File: src/rtl/core/cpd_pkg.sv
// Shared types and constants for the column post drawer.
`timescale 1ns / 1ps
package cpd_pkg;

  // Screen geometry defaults
  localparam int CpdScreenWidth  = 320;
  localparam int CpdScreenHeight = 200;

  // Field widths
  localparam int ColW  = 9;
  localparam int ByteW = 8;
  localparam int RowW  = 9;
  localparam int AddrW = 16;
  localparam int OrgW  = 16;
  localparam int PicWW = 9;
  localparam int PicHW = 8;

  // Configuration port
  localparam int CfgIdxW  = 3;
  localparam int CfgDataW = 16;

  typedef enum logic [CfgIdxW-1:0] {
    REG_ORIGIN_X  = 3'd0,
    REG_ORIGIN_Y  = 3'd1,
    REG_PIC_WIDTH = 3'd2,
    REG_PIC_HEIGHT = 3'd3,
    REG_MIRROR    = 3'd4
  } cfg_reg_t;

  // Post stream terminator
  localparam logic [ByteW-1:0] TermByte = 8'hff;

  // Configuration register set
  typedef struct packed {
    logic [OrgW-1:0]  origin_x;
    logic [OrgW-1:0]  origin_y;
    logic [PicWW-1:0] picture_width;
    logic [PicHW-1:0] picture_height;
    logic             mirror_enable;
  } cpd_cfg_t;

  // Parsed item handed from the parser to the address stage
  typedef struct packed {
    logic             is_pix;
    logic             is_done;
    logic [RowW-1:0]  row;
    logic [ColW-1:0]  col;
    logic [ByteW-1:0] data;
  } cpd_tok_t;

endpackage

File: src/rtl/core/cpd_parser.sv
// Post stream parser with the input register of the pipeline.
`timescale 1ns / 1ps
module cpd_parser
  import cpd_pkg::*;
(
  input  logic             clk,
  input  logic             rst_n,
  input  logic             accept,
  input  logic             load,
  input  logic [ColW-1:0]  source_column,
  input  logic [ByteW-1:0] data_byte,
  output logic             tok_valid,
  output cpd_tok_t         tok
);

  typedef enum logic [2:0] {
    PH_TOP  = 3'd0,
    PH_LEN  = 3'd1,
    PH_PAD1 = 3'd2,
    PH_PIX  = 3'd3,
    PH_PAD2 = 3'd4
  } phase_t;

  phase_t           phase_r, phase_nxt;
  logic [RowW-1:0]  row_r, row_nxt;
  logic [ByteW-1:0] left_r, left_nxt;
  logic             tok_valid_r;
  cpd_tok_t         tok_r, tok_nxt;

  // Advance the parser for one accepted byte
  always_comb begin
    phase_nxt       = phase_r;
    row_nxt         = row_r;
    left_nxt        = left_r;
    tok_nxt.is_pix  = 1'b0;
    tok_nxt.is_done = 1'b0;
    tok_nxt.row     = row_r;
    tok_nxt.col     = source_column;
    tok_nxt.data    = data_byte;
    case (phase_r)
      PH_TOP: begin
        if (data_byte == TermByte) begin
          tok_nxt.is_done = 1'b1;
        end else begin
          row_nxt   = RowW'(data_byte);
          phase_nxt = PH_LEN;
        end
      end
      PH_LEN: begin
        left_nxt  = data_byte;
        phase_nxt = PH_PAD1;
      end
      PH_PAD1: begin
        phase_nxt = (left_r == '0) ? PH_PAD2 : PH_PIX;
      end
      PH_PIX: begin
        tok_nxt.is_pix = 1'b1;
        row_nxt        = row_r + 1'b1;
        left_nxt       = left_r - 1'b1;
        if (left_r == ByteW'(1)) phase_nxt = PH_PAD2;
      end
      default: begin
        phase_nxt = PH_TOP;
      end
    endcase
  end

  // Hold parser state and the input register
  always_ff @(posedge clk) begin
    if (!rst_n) begin
      phase_r     <= PH_TOP;
      row_r       <= '0;
      left_r      <= '0;
      tok_valid_r <= 1'b0;
    end else begin
      if (accept) begin
        phase_r <= phase_nxt;
        row_r   <= row_nxt;
        left_r  <= left_nxt;
      end
      if (load) tok_valid_r <= accept;
    end
    if (load) tok_r <= tok_nxt;
  end

  assign tok_valid = tok_valid_r;
  assign tok       = tok_r;

endmodule

File: src/rtl/core/cpd_addr.sv
// Range checks, address arithmetic and the result register.
`timescale 1ns / 1ps
module cpd_addr
  import cpd_pkg::*;
#(
  parameter int SCREEN_WIDTH  = CpdScreenWidth,
  parameter int SCREEN_HEIGHT = CpdScreenHeight
) (
  input  logic             clk,
  input  logic             rst_n,
  input  logic             advance,
  input  logic             tok_valid,
  input  cpd_tok_t         tok,
  input  cpd_cfg_t         cfg,
  output logic             out_valid,
  output logic             write_enable,
  output logic [AddrW-1:0] write_address,
  output logic [ByteW-1:0] pixel_value,
  output logic             column_done,
  output logic             range_error
);

  localparam logic [16:0]      SwWide = 17'(SCREEN_WIDTH);
  localparam logic [16:0]      ShWide = 17'(SCREEN_HEIGHT);
  localparam logic [AddrW-1:0] SwAddr = AddrW'(SCREEN_WIDTH);

  logic             org_bad, col_bad, row_bad, x_bad, ok;
  logic [ColW-1:0]  dcol;
  logic [16:0]      row_sum, x_sum;
  logic [31:0]      prod;
  logic [AddrW-1:0] addr;

  logic             valid_r;
  logic             we_r, done_r, err_r;
  logic [AddrW-1:0] addr_r;
  logic [ByteW-1:0] pix_r;

  // Check origin, column and row against the screen
  always_comb begin
    org_bad = cfg.origin_x[OrgW-1] | cfg.origin_y[OrgW-1]
            | (({2'b0, cfg.origin_x[OrgW-2:0]} + 17'(cfg.picture_width)) > SwWide)
            | (({2'b0, cfg.origin_y[OrgW-2:0]} + 17'(cfg.picture_height)) > ShWide);
    col_bad = tok.col >= cfg.picture_width;
    dcol    = cfg.mirror_enable ? (cfg.picture_width - 1'b1 - tok.col) : tok.col;
    row_sum = {2'b0, cfg.origin_y[OrgW-2:0]} + 17'(tok.row);
    x_sum   = {2'b0, cfg.origin_x[OrgW-2:0]} + 17'(dcol);
    row_bad = row_sum >= ShWide;
    x_bad   = x_sum >= SwWide;
    ok      = !org_bad && !col_bad && !row_bad && !x_bad;
  end

  // Address keeps its low bits only
  assign prod = row_sum[AddrW-1:0] * SwAddr;
  assign addr = prod[AddrW-1:0] + x_sum[AddrW-1:0];

  // Load the result register when the output side moves
  always_ff @(posedge clk) begin
    if (!rst_n) begin
      valid_r <= 1'b0;
    end else if (advance) begin
      valid_r <= tok_valid;
    end
    if (advance) begin
      we_r   <= tok.is_pix && ok;
      err_r  <= tok.is_pix && !ok;
      done_r <= tok.is_done;
      addr_r <= (tok.is_pix && ok) ? addr : '0;
      pix_r  <= (tok.is_pix && ok) ? tok.data : '0;
    end
  end

  assign out_valid     = valid_r;
  assign write_enable  = we_r;
  assign write_address = addr_r;
  assign pixel_value   = pix_r;
  assign column_done   = done_r;
  assign range_error   = err_r;

endmodule

File: src/rtl/core/column_post_patch_drawer.sv
// Top level of the column post drawer: config registers and pipeline flow.
// Each accepted byte passes the input register, then the result register,
// and yields one result. Throughput: one byte per cycle while out_stall
// is low; the address multiply-add sits in one stage.
// Reset (rst_n low, synchronous): parser waits for a top delta, row and
// post count clear, config registers return to zero, both stages empty.
`timescale 1ns / 1ps
module column_post_patch_drawer
  import cpd_pkg::*;
#(
  parameter int SCREEN_WIDTH  = CpdScreenWidth,
  parameter int SCREEN_HEIGHT = CpdScreenHeight
) (
  input  logic                clk,
  input  logic                rst_n,
  input  logic                in_valid,
  output logic                in_stall,
  input  logic [ColW-1:0]     in_source_column,
  input  logic [ByteW-1:0]    in_data_byte,
  output logic                out_valid,
  input  logic                out_stall,
  output logic                out_write_enable,
  output logic [AddrW-1:0]    out_write_address,
  output logic [ByteW-1:0]    out_pixel_value,
  output logic                out_column_done,
  output logic                out_range_error,
  input  logic                cfg_valid,
  output logic                cfg_ready,
  input  logic [CfgIdxW-1:0]  cfg_index,
  input  logic [CfgDataW-1:0] cfg_data
);

  cpd_cfg_t cfg_r;
  cpd_tok_t tok;
  logic     tok_valid;
  logic     advance, load, accept;

  // Result stage moves unless a held result is stalled
  assign advance  = !(out_valid && out_stall);
  assign load     = !tok_valid || advance;
  assign in_stall = !load;
  assign accept   = in_valid && load;
  assign cfg_ready = 1'b1;

  // Write config registers
  always_ff @(posedge clk) begin
    if (!rst_n) begin
      cfg_r <= '0;
    end else if (cfg_valid && cfg_ready) begin
      case (cfg_index)
        REG_ORIGIN_X:   cfg_r.origin_x       <= cfg_data;
        REG_ORIGIN_Y:   cfg_r.origin_y       <= cfg_data;
        REG_PIC_WIDTH:  cfg_r.picture_width  <= cfg_data[PicWW-1:0];
        REG_PIC_HEIGHT: cfg_r.picture_height <= cfg_data[PicHW-1:0];
        REG_MIRROR:     cfg_r.mirror_enable  <= cfg_data[0];
        default: ;
      endcase
    end
  end

  cpd_parser u_parser (
    .clk           (clk),
    .rst_n         (rst_n),
    .accept        (accept),
    .load          (load),
    .source_column (in_source_column),
    .data_byte     (in_data_byte),
    .tok_valid     (tok_valid),
    .tok           (tok)
  );

  cpd_addr #(
    .SCREEN_WIDTH  (SCREEN_WIDTH),
    .SCREEN_HEIGHT (SCREEN_HEIGHT)
  ) u_addr (
    .clk           (clk),
    .rst_n         (rst_n),
    .advance       (advance),
    .tok_valid     (tok_valid),
    .tok           (tok),
    .cfg           (cfg_r),
    .out_valid     (out_valid),
    .write_enable  (out_write_enable),
    .write_address (out_write_address),
    .pixel_value   (out_pixel_value),
    .column_done   (out_column_done),
    .range_error   (out_range_error)
  );

endmodule

File: config.mk
export PLATFORM = sky130hd
export DESIGN_NAME = column_post_patch_drawer
export DESIGN_NICKNAME = d
export VERILOG_FILES = /design/src/rtl/core/cpd_pkg.sv /design/src/rtl/core/cpd_parser.sv /design/src/rtl/core/cpd_addr.sv /design/src/rtl/core/column_post_patch_drawer.sv
export SDC_FILE = /design/constraint.sdc
export NUM_CORES = 1
export LEC_CHECK = 0
export ABC_CLOCK_PERIOD_IN_PS = 9800
export BUFFER_PORTS_ARGS = -buffer_cell sky130_fd_sc_hd__buf_2
export CAP_MARGIN = 20
export CORE_MARGIN = 2
export CORE_UTILIZATION = 27
export CTS_CLUSTER_SIZE = 28
export DETAILED_ROUTE_END_ITERATION = 8
export GPL_TIMING_DRIVEN = 1
export SYNTH_ARGS = -nofsm -noshare
export SYNTH_HDL_FRONTEND = slang
export SYNTH_SLANG_ARGS = --single-unit
File: constraint.sdc
create_clock -name clk -period 9.8 [get_ports clk]
set_input_delay 0.49 -clock clk [delete_from_list [all_inputs] [get_ports clk]]
set_output_delay 0.49 -clock clk [all_outputs]
set_load 0.01 [all_outputs]
Word-level counts from Yosys, hierarchy flattened. Cells that the tools add are included.

$add $sub $neg: 9. Multipliers: 1. Magnitude comparators: 5. Equality and inequality tests: 11. Multiplexer cells: 10. Bitwise gates (word level): 3. Reduce and logical (&&, ||, !) cells: 29.

Operators with widths (count): adder 15 x 9 -> 16 bit (3); two-way mux 9 bit (2); one-hot mux 9 bit (2 select lines) (1); greater-or-equal comparator 17 x 8 -> 1 bit (second input constant) (1); greater-or-equal comparator 17 x 9 -> 1 bit (second input constant) (1); > comparator 17 x 8 -> 1 bit (second input constant) (1); > comparator 17 x 9 -> 1 bit (second input constant) (1); adder 15 x 8 -> 16 bit (1); adder 16 bit (1); multiplier 16 x 3 -> 10 bit (second input constant) (1); one-hot mux 8 bit (2 select lines) (1); == test 3 x 2 -> 1 bit (second input constant) (4); one-hot mux 3 bit (4 select lines) (1); AND reduction 2 bit (6); adder 9 x 1 -> 9 bit (second input constant) (1); greater-or-equal comparator 9 bit (1); two-way mux 3 bit (3); subtractor 9 x 1 -> 9 bit (second input constant) (1); subtractor 9 bit (1); == test 8 x 1 -> 1 bit (second input constant) (1); == test 8 bit (second input constant) (1); logical NOT 1 bit (8); logical NOT 8 bit (1); subtractor 8 x 1 -> 8 bit (second input constant) (1); 11 further kinds (24).

Bits in registers: 127. Bits of input ports: 41. Logic and storage cells: 88.

Logic depth before layout (Yosys ltp).
Depth after elaboration: 10. Mapped depth: 26. Mapped depth without buffers: 26.

Cells and area by module. Synthesis repeated with hierarchy kept, for this count alone.

Cell total of the unflattened synthesis: 907. Area total of the unflattened synthesis: 8495.6 um^2.

By module, submodules not included: cpd_addr (instances 1, cells each 525, area each 4394.2 um^2, seq. area each 830.8 um^2); cpd_parser (instances 1, cells each 192, area each 2190.9 um^2, seq. area each 1261.2 um^2); column_post_patch_drawer (instances 1, cells each 190, area each 1910.6 um^2, seq. area each 1001.0 um^2).

Least setup slack after synthesis. Ideal clock, no wire load.

Kind: register -> register. Start: register u_parser.tok_r (netlist bit u_parser.tok[8]). End: register u_addr.addr_r[15] (netlist: u_addr.write_address[15]) (data pin). Arrival: 4.384 ns. Required time: 9.539 ns. Setup slack: 5.154 ns. Cell stages (with the launch flop): 24. Period minus slack after synthesis: 4.646 ns. Path through: edfxtp_1 -> inv_1 -> ha_1 -> inv_1 -> fa_1 -> inv_1 -> a21oi_1 -> o21bai_1 -> xor2_1 -> nand2_1 -> o21ai_0 -> ha_1 -> nor2b_1 -> a311o_1 -> nand3b_1 -> and3_1 -> ha_1 -> a21o_1 -> a21oi_1 -> o21ai_0 -> o41ai_1 -> o21ai_0 -> xnor3_1 -> nor3_2.

Word-level cells in the longest chain between the ends: 7. Elaborated cells between the ends (all ways): 12. Classes of those cells: add/sub (3); order compare (2); mux (1); reduce/logical (6).

RTL lines: start: declaration (RTL line cpd_parser.sv:28) `cpd_tok_t tok_r, tok_nxt;`; start signal: assignment (RTL line cpd_parser.sv:83) `if (load) tok_r <= tok_nxt;`; subtractor 9 bit (RTL line cpd_addr.sv:44) `dcol = cfg.mirror_enable ? (cfg.picture_width - 1'b1 - tok.col) : tok.col;`; two-way mux 9 bit (RTL line cpd_addr.sv:44); adder 15 x 9 -> 16 bit (RTL line cpd_addr.sv:46) `x_sum = {2'b0, cfg.origin_x[OrgW-2:0]} + 17'(dcol);`; greater-or-equal comparator 17 x 9 -> 1 bit (RTL line cpd_addr.sv:48) `x_bad = x_sum >= SwWide;`; logical NOT 1 bit (RTL line cpd_addr.sv:49) `ok = !org_bad && !col_bad && !row_bad && !x_bad;`; logical AND 1 bit (RTL line cpd_addr.sv:49); logical AND 1 bit (RTL line cpd_addr.sv:67) `addr_r <= (tok.is_pix && ok) ? addr : '0;`; end signal: assignment (RTL line cpd_addr.sv:67); end: declaration (RTL line cpd_addr.sv:35) `logic [AddrW-1:0] addr_r;`.

Parallel ways exist; a longest one is shown, timed or not. A chain may end at the register's enable or synchronous reset.

Worst setup path after layout.
Start: register cfg_r[10] in the netlist's numbering. End: register u_addr.addr_r[15] (netlist: u_addr.write_address[15]) (data pin).

Word-level cells in the longest chain between the ends: 9. Elaborated cells between the ends (all ways): 18. Classes of those cells: add/sub (5); order compare (3); mux (1); bitwise (2); reduce/logical (7).

RTL lines: start: declaration (RTL line column_post_patch_drawer.sv:33) `cpd_cfg_t cfg_r;`; branches (longest 9 deep; another with greater-or-equal comparator 17 x 9 -> 1 bit).

Several ways; the timed one is not identified.

==> tab_implementation.tex <==
\begin{tabular}{lr}
\hline
Metric & Value \\
\hline
\multicolumn{2}{l}{\textbf{Outcome}} \\
Run status & complete, no violations \\
\multicolumn{2}{l}{\textbf{Clock tree}} \\
Number of setup buffers added after CTS & 0 \\
Num CTS Buffers & 17 \\
Clock-pin slew reported for the worst setup and hold paths after clock tree synthesis & 0.07 ns \\
TritonCTS clock tree & done \\
Number of gates resized after CTS & 0 \\
Root buffer selected by CTS & sky130\_fd\_sc\_hd\_\_clkbuf\_16 \\
Clk sinks & 127 \\
H-tree depth & 4 \\
CTS Buffer Depth & 2 \\
Hold buffers post-CTS & 0 \\
Clock insertion delay at the later pin of the skew report & 0.43 ns \\
\multicolumn{2}{l}{\textbf{STA}} \\
Unrepaired setup endpoints after global routing & no \\
Time the worst path needs with I/O delays and setup & 5.25 ns \\
Final setup TNS & 0 ns \\
Headroom to the max-slew limit & 43.2\% \\
Number of pins with negative max-slew slack in the final report & 0 \\
Actual transition at the worst max-transition pin & 0.852 ns \\
Maximum achievable frequency & 190 MHz \\
Final clock skew & 0.0110 ns \\
Setup violation total in the final timing report & 0 \\
Final clock period utilization by the worst path & 53.6\% \\
Final hold violations & 0 \\
\multicolumn{2}{l}{\textbf{Setup path}} \\
Setup Crit Path Kind & reg -> reg \\
WP data required & 10.07 ns \\
Arrival time at the worst endpoint & 5.53 ns \\
Slowest-stage cell, CP & sky130\_fd\_sc\_hd\_\_o41ai\_1 \\
Register-to-register path setup slack & 4.55 ns \\
Count of buffering cells on the critical path with inverters included & 1 \\
Capturing element type of the critical path & register \\
Biggest cell delay along the critical path & 0.43 ns \\
Largest fanout of any net on the critical path & 6 \\
Origin of the critical flop-to-flop path & cfg\_r[10] \\
Type of origin of the critical path & register \\
Most used cell, CP & sky130\_fd\_sc\_hd\_\_a21oi\_1 \\
Crit-path cells & inv\_1 > ha\_1 > a21o\_1 > a21oi\_1 > o21bai\_1 > a21oi\_1 > o21bai\_1 > a21oi\_1 > xor2\_1 > mux2i\_1 > ha\_1 > o21a\_1 > o31ai\_1 > nor2b\_1 > xnor2\_1 > ha\_1 > a21oi\_1 > o21ai\_0 > o41ai\_1 > o21ai\_0 > xnor3\_1 > nor3\_2 \\
Crit Reg-Reg Endpoint & u\_addr.write\_address[15] \\
Crit path max-delay family & compound AO/OA/AOI/OAI gates \\
Cell count of the worst reg-to-reg path & 22 \\
\multicolumn{2}{l}{\textbf{Global route}} \\
Largest net degree at the start of global routing & 73 \\
Total track usage & 13.8\% \\
Initial antenna violation count & 4 \\
Wire length of the first global-routing pass & 36900 um \\
Gr ovfl total & 0 \\
Vias in the first global route & 7164 \\
\multicolumn{2}{l}{\textbf{Final layout}} \\
Area taken by flip-flops and latches & 0.00309 mm\^{}2 \\
Share of layout cells above drive strength 1 & 13.3\% \\
Non-filler instance count after layout & 1506 \\
Multi-input combinational cell area & 0.00530 mm\^{}2 \\
Final-stage net count & 1177 \\
Filler Cells Inserted & 3371 \\
Layout overhead on the synthesized area & 15.8\% \\
Final design area excluding fillers & 0.0102 mm\^{}2 \\
\multicolumn{2}{l}{\textbf{Yosys}} \\
Synth top area share & 18.8\% \\
Syn Inst Count & 996 \\
Fraction of the yosys area taken by sequential cells & 35.1\% \\
Async set or reset register ratio after synthesis & 0\% \\
Main flop type after synthesis & sky130\_fd\_sc\_hd\_\_dfxtp\_1 \\
Combined area of all synthesized cells & 0.00881 mm\^{}2 \\
Mean post-synth cell area & 8.84 um\^{}2 \\
Synthesis-stage register bit count & 127 \\
Cell type contributing the most total cell area after synthesis & sky130\_fd\_sc\_hd\_\_edfxtp\_1 \\
Count of warnings emitted by yosys & 0 \\
Number of enable-type register cells in the synthesized netlist & 55 \\
Synth area leaders & sky130\_fd\_sc\_hd\_\_edfxtp\_1 (19\%), sky130\_fd\_sc\_hd\_\_dfxtp\_1 (16\%), sky130\_fd\_sc\_hd\_\_ha\_1 (11\%) \\
Synthesized netlist net count & 1124 \\
Commonest cells post-synth & sky130\_fd\_sc\_hd\_\_nand2\_1 (146), sky130\_fd\_sc\_hd\_\_ha\_1 (80), sky130\_fd\_sc\_hd\_\_dfxtp\_1 (72) \\
Number of different library cells in the post-synthesis netlist & 73 \\
Most used standard cell by instance count after synthesis & sky130\_fd\_sc\_hd\_\_nand2\_1 \\
\multicolumn{2}{l}{\textbf{Placed design}} \\
Cell Count Post-Placement & 1471 \\
Placement-stage cell area & 0.00957 mm\^{}2 \\
IO Port Bufs & 69 \\
HPWL after detailed placement & 17300 um \\
GPL Wtd Cong & 0.877 \\
\multicolumn{2}{l}{\textbf{Routing}} \\
Count of vias placed by the detailed router & 7312 \\
Average detailed-routed wire length per instance & 15.0 um \\
DRC violation total after the first TritonRoute iteration & 345 \\
Number of DRC violations after detailed routing & 0 \\
Antenna-violating nets left & 0 \\
Average vias per placed instance & 4.86 \\
Total routed wirelength & 22600 um \\
Number of optimization iterations in the first detailed-route pass & 5 \\
\multicolumn{2}{l}{\textbf{Job}} \\
Number of violations of the max-capacitance limit & 0 \\
\multicolumn{2}{l}{\textbf{Power and ir drop}} \\
Maximum vdd drop & 109 uV \\
Pwr per Cell Area & 142 mW/mm\^{}2 \\
Leakage dissipation & 0.00425 uW \\
\multicolumn{2}{l}{\textbf{Worst hold path}} \\
Worst hold endpoint & u\_parser.tok[11] \\
Count of cells along the worst hold path & 1 \\
Hold WC Path Type & in -> reg \\
Hold Path Origin & in\_source\_column[3] \\
\multicolumn{2}{l}{\textbf{Die}} \\
Area enclosed by the die boundary & 0.0341 mm\^{}2 \\
Starting utilization of the core area & 27.3\% \\
Die Span Y & 185 um \\
\# IOs & 71 \\
Core area & 0.0323 mm\^{}2 \\
Horizontal extent of the die & 185 um \\
Std cell rows & 66 \\
\hline
\end{tabular}
-- worst register-to-register path, delay by kind of cell, from the launching register on --
| kind | cells | cell delay [ns] |
|---|---|---|
| adders and majority gates | 3 | 1.08 |
| AOI/OAI and AO/OA | 12 | 2.36 |
| buffers and inverters | 1 | 0.15 |
| xor gates and xnor gates | 3 | 0.78 |
| and+or+nand+nor | 2 | 0.26 |
| muxes | 1 | 0.10 |
| DFF | 1 | 0.39 |
-- sequential cells by signal, summed over array words and instances, names as in the netlist --
signal                count
u_addr.column_done        1
u_parser.left_r           8
u_addr.out_valid          1
u_addr.write_enable       1
u_parser.tok_valid        1
u_addr.range_error        1
cfg_r                    50
u_addr.write_address     16
u_addr.pixel_value        8
u_parser.row_r            9
u_parser.tok             28
u_parser.phase_r          3
-- final cells by class --
class                   count  share of cell area, %
inverters                  60                   2.21
clock inverters             6                  0.380
multi-input cells         768                   51.9
diodes                      2                 0.0491
repair buffers             75                   4.18
flip-flops and latches    127                   30.3
clock buffers              26                   5.52
well taps                 442                   5.42
-- metal layers --
metal	share of wire (%)	GRT usage, %	vias up
met3	4.2	2.98	34
met2	46	22.8	130
met5	0.19	0	-
li1	-	-	3683
met4	2.7	5.89	6
met1	47	17.3	3459
-- cells in the final DEF (no fill, tap or decap), types with 5 or more instances in the layout --
cell type / n
sky130_fd_sc_hd__nor3_1: 15
sky130_fd_sc_hd__edfxtp_1: 55
sky130_fd_sc_hd__xnor2_1: 33
sky130_fd_sc_hd__a21o_1: 19
sky130_fd_sc_hd__and2_1: 10
sky130_fd_sc_hd__o21a_1: 11
sky130_fd_sc_hd__clkbuf_16: 20
sky130_fd_sc_hd__nand2_1: 146
sky130_fd_sc_hd__xor2_1: 17
sky130_fd_sc_hd__or3_1: 8
sky130_fd_sc_hd__o21ai_0: 55
sky130_fd_sc_hd__nor3_2: 19
sky130_fd_sc_hd__or2_2: 6
sky130_fd_sc_hd__o21bai_1: 9
sky130_fd_sc_hd__buf_2: 69
sky130_fd_sc_hd__a21oi_1: 59
sky130_fd_sc_hd__nor2b_1: 21
sky130_fd_sc_hd__nor2_1: 44
sky130_fd_sc_hd__nor3b_1: 6
sky130_fd_sc_hd__nor4_1: 7
sky130_fd_sc_hd__ha_1: 80
sky130_fd_sc_hd__a211oi_1: 8
sky130_fd_sc_hd__nand4_1: 12
sky130_fd_sc_hd__nand2b_1: 5
sky130_fd_sc_hd__dfxtp_1: 72
sky130_fd_sc_hd__mux2i_1: 6
sky130_fd_sc_hd__fa_1: 7
sky130_fd_sc_hd__a21boi_0: 50
sky130_fd_sc_hd__nand3_1: 26
sky130_fd_sc_hd__and3_1: 13
sky130_fd_sc_hd__inv_1: 60
-- where the power goes --
group          total (uW)  internal, uW  switching [uW]
Clock                 636           396             240
Sequential            593           574            19.3
Combinational         222          91.6             130
Total                1450          1060             390
-- worst max path at each step --
stage                               start                  endpoint  slack (ns)  depth (start not counted)
final                           cfg_r[10]  u_addr.write_address[15]        4.55                         22
after global routing            cfg_r[10]  u_addr.write_address[15]        4.06                         22
after CTS                       cfg_r[10]  u_addr.write_address[15]        4.58                         22
after detailed placement        cfg_r[10]  u_addr.write_address[15]        4.62                         22
after global placement    u_parser.tok[8]  u_addr.write_address[15]        4.79                         25
after floorplan           u_parser.tok[8]  u_addr.write_address[15]        5.15                         23
-- stage by stage --
step / worst slack [ns] / power (uW) / hold slack [ns] / utilization [%]
2_1_floorplan: 5.15 / 763 / 0.400 / -
3_3_place_gp: 4.79 / 821 / 0.416 / 29.5
3_5_place_dp: 4.62 / 825 / 0.421 / 29.6
4_1_cts: 4.58 / 1470 / 0.223 / 31.5
5_1_grt: 4.06 / 1520 / 0.221 / 31.6
6_report: 4.55 / 1450 / 0.239 / 31.6
-- cells by family (layout without fill, tap and decap cells) --
kind of cell / count (synthesis) / after routing / synth area share, %
compound gates: 272 / 272 / 20.9
xor+xnor: 52 / 52 / 5.48
fa+ha+maj: 87 / 87 / 13.0
buf+inv: 101 / 167 / 4.75
flops: 127 / 127 / 35.1
mux: 8 / 8 / 0.938
other cells: 1 / 3 / 0.0426
simple gates: 348 / 348 / 19.8
(Power assumes the default switching activity.)
